**src/sv/efcd_pkg.sv**
```systemverilog
// ----------------------------------------------------------------------------
// Escaped frame CRC decoder package
// Shared types and constants: configuration, classified byte token, result.
// ----------------------------------------------------------------------------
package efcd_pkg;

	localparam int unsigned CFG_INDEX_W = 3;
	localparam int unsigned CFG_DATA_W  = 40;

	typedef enum logic [CFG_INDEX_W-1:0] {
		REG_MAX_PAYLOAD   = 3'd0,
		REG_BEGIN_CODE    = 3'd1,
		REG_END_CODE      = 3'd2,
		REG_CRC_CODE      = 3'd3,
		REG_FILL_CODE     = 3'd4,
		REG_ESCAPE_CODE   = 3'd5,
		REG_ESCAPED_CODES = 3'd6
	} cfg_reg_t;

	localparam logic [15:0] RST_MAX_PAYLOAD   = 16'd256;
	localparam logic [7:0]  RST_BEGIN_CODE    = 8'd2;
	localparam logic [7:0]  RST_END_CODE      = 8'd3;
	localparam logic [7:0]  RST_CRC_CODE      = 8'd4;
	localparam logic [7:0]  RST_FILL_CODE     = 8'd30;
	localparam logic [7:0]  RST_ESCAPE_CODE   = 8'd36;
	localparam logic [39:0] RST_ESCAPED_CODES = 40'd0;

	localparam logic [15:0] CRC_POLY = 16'h1021;

	typedef enum logic [2:0] {
		KIND_PAYLOAD  = 3'd0,
		KIND_GOOD     = 3'd1,
		KIND_BADCRC   = 3'd2,
		KIND_MARKER   = 3'd3,
		KIND_OVERFLOW = 3'd4
	} kind_t;

	typedef enum logic [1:0] {
		PH_HUNT    = 2'd0,
		PH_PAYLOAD = 2'd1,
		PH_CRC     = 2'd2
	} phase_t;

	typedef struct packed {
		logic [15:0] max_payload;
		logic [7:0]  begin_code;
		logic [7:0]  end_code;
		logic [7:0]  crc_code;
		logic [7:0]  fill_code;
		logic [7:0]  escape_code;
		logic [39:0] escaped_codes;
	} cfg_t;

	typedef struct packed {
		logic [7:0] raw;
		logic [7:0] unesc;
		logic       is_begin;
		logic       is_fill;
		logic       is_end;
		logic       is_crc;
		logic       is_esc;
	} token_t;

	typedef struct packed {
		logic [2:0]  kind;
		logic [7:0]  data_byte;
		logic [15:0] frame_length;
		logic [15:0] received_crc;
		logic [15:0] computed_crc;
	} result_t;

	localparam int unsigned TOKEN_W  = $bits(token_t);
	localparam int unsigned RESULT_W = $bits(result_t);

endpackage

```
**src/sv/efcd_fifo.sv**
```systemverilog
// ----------------------------------------------------------------------------
// Escaped frame CRC decoder queue
// Small register queue with push/full and pop/empty sides.
// ----------------------------------------------------------------------------
module efcd_fifo #(
	parameter int unsigned WIDTH = 8,
	parameter int unsigned DEPTH = 2
) (
	input  logic             clk,
	input  logic             arst_n,
	input  logic             push,
	input  logic [WIDTH-1:0] wdata,
	output logic             full,
	input  logic             pop,
	output logic [WIDTH-1:0] rdata,
	output logic             empty
);

	localparam int unsigned PW = (DEPTH > 1) ? $clog2(DEPTH) : 1;
	localparam int unsigned CW = $clog2(DEPTH + 1);

	logic [WIDTH-1:0] mem_q [DEPTH];
	logic [PW-1:0]    wr_ptr_q;
	logic [PW-1:0]    rd_ptr_q;
	logic [CW-1:0]    count_q;
	logic             do_push;
	logic             do_pop;

	assign full    = (count_q == CW'(DEPTH));
	assign empty   = (count_q == '0);
	assign do_push = push && !full;
	assign do_pop  = pop && !empty;
	assign rdata   = mem_q[rd_ptr_q];

	always_ff @(posedge clk) begin
		if (do_push) begin
			mem_q[wr_ptr_q] <= wdata;
		end
	end

	always_ff @(posedge clk or negedge arst_n) begin
		if (!arst_n) begin
			wr_ptr_q <= '0;
			rd_ptr_q <= '0;
			count_q  <= '0;
		end else begin
			if (do_push) begin
				wr_ptr_q <= (wr_ptr_q == PW'(DEPTH - 1)) ? '0 : wr_ptr_q + 1'b1;
			end
			if (do_pop) begin
				rd_ptr_q <= (rd_ptr_q == PW'(DEPTH - 1)) ? '0 : rd_ptr_q + 1'b1;
			end
			if (do_push && !do_pop) begin
				count_q <= count_q + 1'b1;
			end else if (do_pop && !do_push) begin
				count_q <= count_q - 1'b1;
			end
		end
	end

endmodule

```
**src/sv/efcd_front.sv**
```systemverilog
// ----------------------------------------------------------------------------
// Escaped frame CRC decoder front end
// Classifies a received byte against the marker codes and decodes its
// escaped value, producing one token per byte.
// ----------------------------------------------------------------------------
module efcd_front import efcd_pkg::*; (
	input  cfg_t       cfg,
	input  logic [7:0] rx_byte,
	output token_t     tok
);

	logic [7:0] targets [5];
	logic [7:0] unesc;

	assign targets[0] = cfg.begin_code;
	assign targets[1] = cfg.end_code;
	assign targets[2] = cfg.crc_code;
	assign targets[3] = cfg.fill_code;
	assign targets[4] = cfg.escape_code;

	// lower table entry wins
	always_comb begin
		unesc = 8'd0;
		for (int k = 4; k >= 0; k--) begin
			if (cfg.escaped_codes[8*k +: 8] == rx_byte) begin
				unesc = targets[k];
			end
		end
	end

	always_comb begin
		tok.raw      = rx_byte;
		tok.unesc    = unesc;
		tok.is_begin = (rx_byte == cfg.begin_code);
		tok.is_fill  = (rx_byte == cfg.fill_code);
		tok.is_end   = (rx_byte == cfg.end_code);
		tok.is_crc   = (rx_byte == cfg.crc_code);
		tok.is_esc   = (rx_byte == cfg.escape_code);
	end

endmodule

```
**src/sv/efcd_back.sv**
```systemverilog
// ----------------------------------------------------------------------------
// Escaped frame CRC decoder back end
// Frame state machine: tracks phase and escapes, counts payload, folds the
// CRC-16 a byte per unstalled cycle and produces payload and verdict results.
// ----------------------------------------------------------------------------
module efcd_back import efcd_pkg::*; (
	input  logic        clk,
	input  logic        arst_n,
	input  logic [15:0] max_payload,
	input  logic        tok_valid,
	input  token_t      tok,
	output logic        tok_pop,
	input  logic        res_full,
	output logic        res_push,
	output result_t     res
);

	typedef enum logic [2:0] {
		ACT_NONE,
		ACT_OPEN,
		ACT_ESC,
		ACT_TO_CRC,
		ACT_PAYLOAD,
		ACT_CRC_BYTE,
		ACT_VERDICT
	} act_t;

	function automatic logic [15:0] crc_fold(input logic [15:0] c, input logic [7:0] b);
		logic [15:0] r;
		r = c ^ {b, 8'h00};
		for (int i = 0; i < 8; i++) begin
			r = r[15] ? ((r << 1) ^ CRC_POLY) : (r << 1);
		end
		return r;
	endfunction

	phase_t      phase_q, phase_d;
	logic        esc_q;
	logic [15:0] count_q;
	logic [1:0]  crc_cnt_q;
	logic [15:0] rcrc_q;
	logic [15:0] ccrc_q;

	logic        step;
	logic        in_frame;
	logic        is_data;
	logic [7:0]  dbyte;
	act_t        act;
	kind_t       vkind;

	assign step     = tok_valid && !res_full;
	assign tok_pop  = step;
	assign in_frame = (phase_q != PH_HUNT);

	always_comb begin
		is_data = 1'b0;
		dbyte   = tok.raw;
		act     = ACT_NONE;
		vkind   = KIND_MARKER;
		if (esc_q && in_frame) begin
			is_data = 1'b1;
			dbyte   = tok.unesc;
		end else if (tok.is_begin) begin
			act = in_frame ? ACT_VERDICT : ACT_OPEN;
		end else if (tok.is_fill) begin
			act = ACT_NONE;
		end else if (tok.is_end) begin
			act = ACT_VERDICT;
			if (phase_q == PH_CRC) begin
				vkind = (rcrc_q == ccrc_q) ? KIND_GOOD : KIND_BADCRC;
			end
		end else if (tok.is_crc) begin
			act = (phase_q == PH_PAYLOAD) ? ACT_TO_CRC : ACT_VERDICT;
		end else if (!in_frame) begin
			act = ACT_NONE;
		end else if (tok.is_esc) begin
			act = ACT_ESC;
		end else begin
			is_data = 1'b1;
		end
		if (is_data) begin
			if (phase_q == PH_PAYLOAD) begin
				if (count_q >= max_payload) begin
					act   = ACT_VERDICT;
					vkind = KIND_OVERFLOW;
				end else begin
					act = ACT_PAYLOAD;
				end
			end else if (crc_cnt_q >= 2'd2) begin
				act   = ACT_VERDICT;
				vkind = KIND_OVERFLOW;
			end else begin
				act = ACT_CRC_BYTE;
			end
		end
	end

	always_comb begin
		case (act)
			ACT_OPEN:    phase_d = PH_PAYLOAD;
			ACT_TO_CRC:  phase_d = PH_CRC;
			ACT_VERDICT: phase_d = PH_HUNT;
			default:     phase_d = phase_q;
		endcase
	end

	always_comb begin
		res_push         = 1'b0;
		res.kind         = vkind;
		res.data_byte    = 8'd0;
		res.frame_length = count_q;
		res.received_crc = rcrc_q;
		res.computed_crc = ccrc_q;
		case (act)
			ACT_PAYLOAD: begin
				res_push         = step;
				res.kind         = KIND_PAYLOAD;
				res.data_byte    = dbyte;
				res.frame_length = 16'd0;
				res.received_crc = 16'd0;
				res.computed_crc = 16'd0;
			end
			ACT_VERDICT: begin
				res_push = step;
			end
			default: begin
				res_push = 1'b0;
			end
		endcase
	end

	always_ff @(posedge clk or negedge arst_n) begin
		if (!arst_n) begin
			phase_q   <= PH_HUNT;
			esc_q     <= 1'b0;
			count_q   <= '0;
			crc_cnt_q <= '0;
			rcrc_q    <= '0;
			ccrc_q    <= '0;
		end else if (step) begin
			phase_q <= phase_d;
			esc_q   <= (act == ACT_ESC);
			case (act)
				ACT_OPEN, ACT_VERDICT: begin
					count_q   <= '0;
					crc_cnt_q <= '0;
					rcrc_q    <= '0;
					ccrc_q    <= '0;
				end
				ACT_TO_CRC: begin
					crc_cnt_q <= '0;
					rcrc_q    <= '0;
				end
				ACT_PAYLOAD: begin
					count_q <= count_q + 16'd1;
					ccrc_q  <= crc_fold(ccrc_q, dbyte);
				end
				ACT_CRC_BYTE: begin
					crc_cnt_q <= crc_cnt_q + 2'd1;
					if (crc_cnt_q == 2'd0) begin
						rcrc_q[7:0] <= dbyte;
					end else begin
						rcrc_q[15:8] <= dbyte;
					end
				end
				default: begin
					count_q <= count_q;
				end
			endcase
		end
	end

endmodule

```
**src/sv/escaped_frame_crc_decoder_top.sv**
```systemverilog
// ----------------------------------------------------------------------------
// Escaped frame CRC decoder
// Decodes byte-stuffed frames (begin, payload, CRC marker, two CRC bytes low
// first, end) with a CRC-16 check, one received byte per transaction.
// ----------------------------------------------------------------------------
// The block takes one byte per clock cycle while the token queue is not full
// and gives at most one result per byte. The front end classifies each byte
// combinationally into a token queue; the back end retires one token per cycle
// while the result queue has room, folding the CRC-16 a whole byte at a time,
// into a result queue. A byte waits in the token queue and its result in the
// result queue before the ports show it; both queues let either side stall.
// Configuration is written through cfg_we, cfg_index and cfg_data while no
// transaction is in flight.
module escaped_frame_crc_decoder_top import efcd_pkg::*; #(
	parameter int unsigned TOKEN_DEPTH  = 2,
	parameter int unsigned RESULT_DEPTH = 2
) (
	input  logic                   clk,
	input  logic                   arst_n,
	input  logic                   cfg_we,
	input  logic [CFG_INDEX_W-1:0] cfg_index,
	input  logic [CFG_DATA_W-1:0]  cfg_data,
	input  logic                   push,
	output logic                   full,
	input  logic [7:0]             rx_byte,
	output logic                   empty,
	input  logic                   pop,
	output logic [2:0]             kind,
	output logic [7:0]             data_byte,
	output logic [15:0]            frame_length,
	output logic [15:0]            received_crc,
	output logic [15:0]            computed_crc
);

	cfg_t    cfg_q;
	token_t  tok_in;
	token_t  tok_out;
	logic    tok_empty;
	logic    tok_pop;
	logic    res_full;
	logic    res_push;
	result_t res_in;
	result_t res_out;

	always_ff @(posedge clk or negedge arst_n) begin
		if (!arst_n) begin
			cfg_q.max_payload   <= RST_MAX_PAYLOAD;
			cfg_q.begin_code    <= RST_BEGIN_CODE;
			cfg_q.end_code      <= RST_END_CODE;
			cfg_q.crc_code      <= RST_CRC_CODE;
			cfg_q.fill_code     <= RST_FILL_CODE;
			cfg_q.escape_code   <= RST_ESCAPE_CODE;
			cfg_q.escaped_codes <= RST_ESCAPED_CODES;
		end else if (cfg_we) begin
			case (cfg_index)
				REG_MAX_PAYLOAD:   cfg_q.max_payload   <= cfg_data[15:0];
				REG_BEGIN_CODE:    cfg_q.begin_code    <= cfg_data[7:0];
				REG_END_CODE:      cfg_q.end_code      <= cfg_data[7:0];
				REG_CRC_CODE:      cfg_q.crc_code      <= cfg_data[7:0];
				REG_FILL_CODE:     cfg_q.fill_code     <= cfg_data[7:0];
				REG_ESCAPE_CODE:   cfg_q.escape_code   <= cfg_data[7:0];
				REG_ESCAPED_CODES: cfg_q.escaped_codes <= cfg_data;
				default:           cfg_q               <= cfg_q;
			endcase
		end
	end

	efcd_front u_front (
		.cfg     (cfg_q),
		.rx_byte (rx_byte),
		.tok     (tok_in)
	);

	efcd_fifo #(
		.WIDTH (TOKEN_W),
		.DEPTH (TOKEN_DEPTH)
	) u_tok_fifo (
		.clk    (clk),
		.arst_n (arst_n),
		.push   (push),
		.wdata  (tok_in),
		.full   (full),
		.pop    (tok_pop),
		.rdata  (tok_out),
		.empty  (tok_empty)
	);

	efcd_back u_back (
		.clk         (clk),
		.arst_n      (arst_n),
		.max_payload (cfg_q.max_payload),
		.tok_valid   (!tok_empty),
		.tok         (tok_out),
		.tok_pop     (tok_pop),
		.res_full    (res_full),
		.res_push    (res_push),
		.res         (res_in)
	);

	efcd_fifo #(
		.WIDTH (RESULT_W),
		.DEPTH (RESULT_DEPTH)
	) u_res_fifo (
		.clk    (clk),
		.arst_n (arst_n),
		.push   (res_push),
		.wdata  (res_in),
		.full   (res_full),
		.pop    (pop),
		.rdata  (res_out),
		.empty  (empty)
	);

	assign kind         = res_out.kind;
	assign data_byte    = res_out.data_byte;
	assign frame_length = res_out.frame_length;
	assign received_crc = res_out.received_crc;
	assign computed_crc = res_out.computed_crc;

endmodule

```
**config.mk**
```make
export PLATFORM = sky130hd
export DESIGN_NAME = escaped_frame_crc_decoder_top
export DESIGN_NICKNAME = d
export VERILOG_FILES = /design/src/sv/efcd_pkg.sv /design/src/sv/efcd_fifo.sv /design/src/sv/efcd_front.sv /design/src/sv/efcd_back.sv /design/src/sv/escaped_frame_crc_decoder_top.sv
export SDC_FILE = /design/constraint.sdc
export NUM_CORES = 1
export LEC_CHECK = 0
export ABC_AREA = 1
export BUFFER_PORTS_ARGS = -buffer_cell sky130_fd_sc_hd__buf_2
export CAP_MARGIN = 30
export CORE_AREA = 2 2 223 159
export CTS_CLUSTER_DIAMETER = 100
export DETAILED_ROUTE_END_ITERATION = 10
export DIE_AREA = 0 0 225 161
export HOLD_SLACK_MARGIN = 0.02
export SKIP_LAST_GASP = 1
export SYNTH_ARGS = -nofsm -noshare
export SYNTH_HDL_FRONTEND = slang
export SYNTH_SLANG_ARGS = --single-unit
```
**constraint.sdc**
```tcl
create_clock -name clk -period 7.75 [get_ports clk]
set_input_delay 1.55 -clock clk [delete_from_list [all_inputs] [get_ports clk]]
set_output_delay 1.55 -clock clk [all_outputs]
set_load 0.005 [all_outputs]
```
==> key figures <==
Outcome
  – Outcome: completed

Floorplan
  – Die Wd: 225 um
  – Core area: ~0.034 mm2
  – Row count: 57
  – Die footprint: roughly 0.036 mm2
  – Starting Density: 44.32%
  – # IOs: between 100 and 150
  – Die Y: 161 um

Critical path
  – Critical Path, Cell by Cell: buf_4 -> inv_2 -> buf_12 -> nand2_1 -> nand2_1 -> buf_2
  – Critical path arrival: 2.12 ns
  – Critical Path Fanout Max: 45
  – Cell count along the critical path: 6
  – R2R cell count: 11
  – CP max stage cell: dfrtp_2
  – Setup crit start: u_res_fifo.rd_ptr_q$_DFFE_PN0P_
  – Crit path buf inv count: 4
  – Slowest stage delay, CP: 0.39 ns
  – Worst Setup End Kind: output port
  – Delay-heaviest family, CP: buffers and inverters
  – Worst endpoint required time: 6.20 ns
  – Worst Setup Path Type: flip-flop to output port
  – Startpoint Class: flip-flop
  – Reg-to-Reg Start: u_tok_fifo.rd_ptr_q$_DFFE_PN0P_
  – Crit path top cell by count: nand2_1
  – R2R Setup Slk: roughly 4.3 ns

Global routing
  – Largest net degree at the start of global routing: between 60 and 70
  – Total GRT Usage: 20.99%
  – GRT overflow: 0
  – Initial antenna violation count: 0
  – Vias in the first global route: approximately 10,000
  – First-pass GRT wire length: 58.93 mm

Cells and area
  – Post-layout net count: 1,742
  – Share of cells above drive strength 1: 15.50%
  – Synth-to-Final Area Change: 14.10%
  – Final core occ: between 50 and 60%
  – # diodes: 0

Drt
  – Post-route ant nets: 0
  – Vias post-DR: about 11,000
  – Routed wire length: 36.93 mm
  – Drt wl/cell: 17.32 um
  – Initial DRT Pass Iterations: 6
  – DRC Markers: 0
  – Routed vias/inst: 5.048
  – Starting DRT DRC Count: between 900 and 1,000

Synthesis
  – Synth top cells by count: nand2_1, edfxtp_1, nor2_1
  – YS warnings: 0
  – Share of Yosys cell area claimed by the top area cell type: 31.73%
  – Syn_area_per_cell: around 9.7 um2
  – Cells after synthesis: approximately 1,600
  – Synthesized flop and latch total: 317
  – Largest area contributor in the netlist: edfxtp_1
  – Async SR Flop Fraction: about half
  – Yosys cell types: 44
  – Mapped cell area: 0.01514 mm2
  – Seq/Total Area, Yosys: 57.77%
  – Count leader, synth: nand2_1
  – Mapped Nets: between 1,500 and 2,000
  – Ranking of synthesized cells by area: edfxtp_1, dfrtp_1, nand2_1, nor2_1, xor2_1
  – Post-synth EDFFs: 160
  – Most used DFF post-synth: edfxtp_1

Timing
  – Clock Skews: roughly 0.011 ns
  – Final setup TNS: 0 ns
  – Fin. max-slew vios: 0
  – Minimum clock period after layout: 3.673 ns
  – Fin. Hold Viols: 0
  – Final setup viols: 0
  – F_max: between 200 and 300 MHz
  – Slew margin rel.: 38.24%
  – Worst Tran Pin Value: 0.9242 ns
  – Tcrit/Tclk final: 47.39%
  – RSZ-0062 raised after global routing: no

Placed design
  – DP HPWL: 25.34 mm
  – Port bufs: 116
  – Routability cong.: 0.8518

Clocking
  – H-Tree Depth: 2
  – Total CTS buffers: 35
  – Root buffer cell: clkbuf_16
  – CTS clk-pin slew, worst paths: 0.06 ns
  – Sinks on Clock Net: 317
  – Maximum root-to-sink buffer count: 3
  – Clock latency at the later pin of the worst-skew pair: 0.52 ns
  – # hold bufs at CTS: 0
  – Resize count post-CTS: 0
  – Post-CTS Setup Bufs: 0
  – CTS tree: done

Hold path
  – Hold WC Path Type: flip-flop to flip-flop
  – Worst Hold Depth: 2
  – Worst Min Path Start: cfg_q[91]$_DFFE_PN0P_

Job
  – Total of max-cap violations: 0

Power and ir drop
  – Peak supply drop: 0.2478 mV
  – Pwr per Cell Area: approximately 410 mW/mm2
  – P_leak: 0.007773 uW
==> metal layers <==
metal,track usage (%),part of all wire [%],up-vias
met3,3.838,6.2,53
met5,0,0,-
met4,5.087,1.8,0
met1,32.52,50,5151
met2,30.42,42,274
li1,-,-,5285
==> flip-flops by register name, summed over array words and instances (netlist names), 2 cells and up <==
name / flops
cfg_q: 96
u_back.ccrc_q: 16
u_back.count_q: 16
u_back.crc_cnt_q: 2
u_back.phase_q: 2
u_back.rcrc_q: 16
u_res_fifo.count_q: 2
u_res_fifo.mem_q: 118
u_tok_fifo.count_q: 2
u_tok_fifo.mem_q: 42
==> cells by family after synthesis <==
group | after synthesis | share of synthesized area, %
XOR/XNOR | 126 | 7.338
buffers and inverters | 198 | 5.661
AO/OA/AOI/OAI | 162 | 6.165
AND/OR/NAND/NOR | 713 | 19.54
multiplexers | 24 | 1.785
flip-flops | 317 | 57.77
adder cells (fa/ha/maj) | 21 | 1.735
==> report_power, final <==
| group | internal, uW | leakage (uW) | switching [uW] | total [uW] |
|---|---|---|---|---|
| logic | 846 | 0.00369 | 1760 | 2610 |
| registers | 2400 | 0.00349 | 288 | 2690 |
| clock network | 1070 | 0.000592 | 661 | 1730 |
| total | 4320 | 0.00777 | 2710 | 7030 |
==> worst paths after layout <==
check,endpoint
min reg2reg,cfg_q[91]$_DFFE_PN0P_
min,cfg_q[91]$_DFFE_PN0P_
max reg2reg,u_res_fifo.mem_q[0][56]$_DFFE_PP_
max in group asynchronous,cfg_q[91]$_DFFE_PN0P_
min in group asynchronous,cfg_q[59]$_DFFE_PN0P_
max,frame_length[15]
==> worst register-to-register path: stages (launching register included) <==
cell	delay, ns
dfrtp_1	0.94
inv_4	0.28
nand2_1	0.15
nand2_2	0.09
nor2_2	0.18
nand3_4	0.12
nand2_4	0.10
nand2_4	0.08
a21oi_4	0.19
nand2_4	0.13
nor2_4	0.10
buf_4	0.63
==> layout by cell type, fill, tap and decap left out, types with 2 or more instances in the layout <==
master     count
a21oi_1       17
nand2_4        7
clkbuf_16     37
dfstp_2       11
buf_12         2
o21ai_0      106
nand4_1       15
nand2_1      431
nand3_1       62
inv_2          5
xnor2_1       60
edfxtp_1     160
buf_2        115
bufinv_16      4
xor2_1        65
o21ai_1       10
ha_1          21
clkbuf_1       7
nor4_1        12
nor2_2         4
a31oi_1        2
or2_2          4
o211ai_1       6
mux2_2        24
clkinv_2       5
nand2_2        5
o22ai_1        7
o22ai_2       10
buf_4          9
nor2_4         4
dfrtp_1      145
nor2_1       153
nor3_1        12
inv_1        132
clkbuf_8       7
==> cell type report <==
cell class / instances / area (um2)
fillers: 3155 / 16890
inverters: 138 / 520.5
repair buffers: 127 / 694.4
multi-input cells: 1046 / 5554
flip-flops and latches: 317 / 8748
clock inverters: 11 / 156.4
clock buffers: 51 / 1049
well taps: 442 / 553.0
==> metrics by stage <==
step | setup WS, ns | cell area (um2) | instances | total power, uW | hold WS [ns]
after floorplan | 3.429 | 15140 | 1561 | 4558 | 0.4530
after global placement | 4.256 | 16030 | 2068 | 5283 | 0.4745
after detailed placement | 4.282 | 16070 | 2070 | 5332 | 0.4767
after CTS | 4.025 | 17280 | 2132 | 7086 | 0.4919
after global routing | 3.959 | 17280 | 2132 | 7526 | 0.5276
final | 4.077 | 17280 | 2132 | 7029 | 0.4826
No activity file was read; power rests on OpenSTA's default activity.
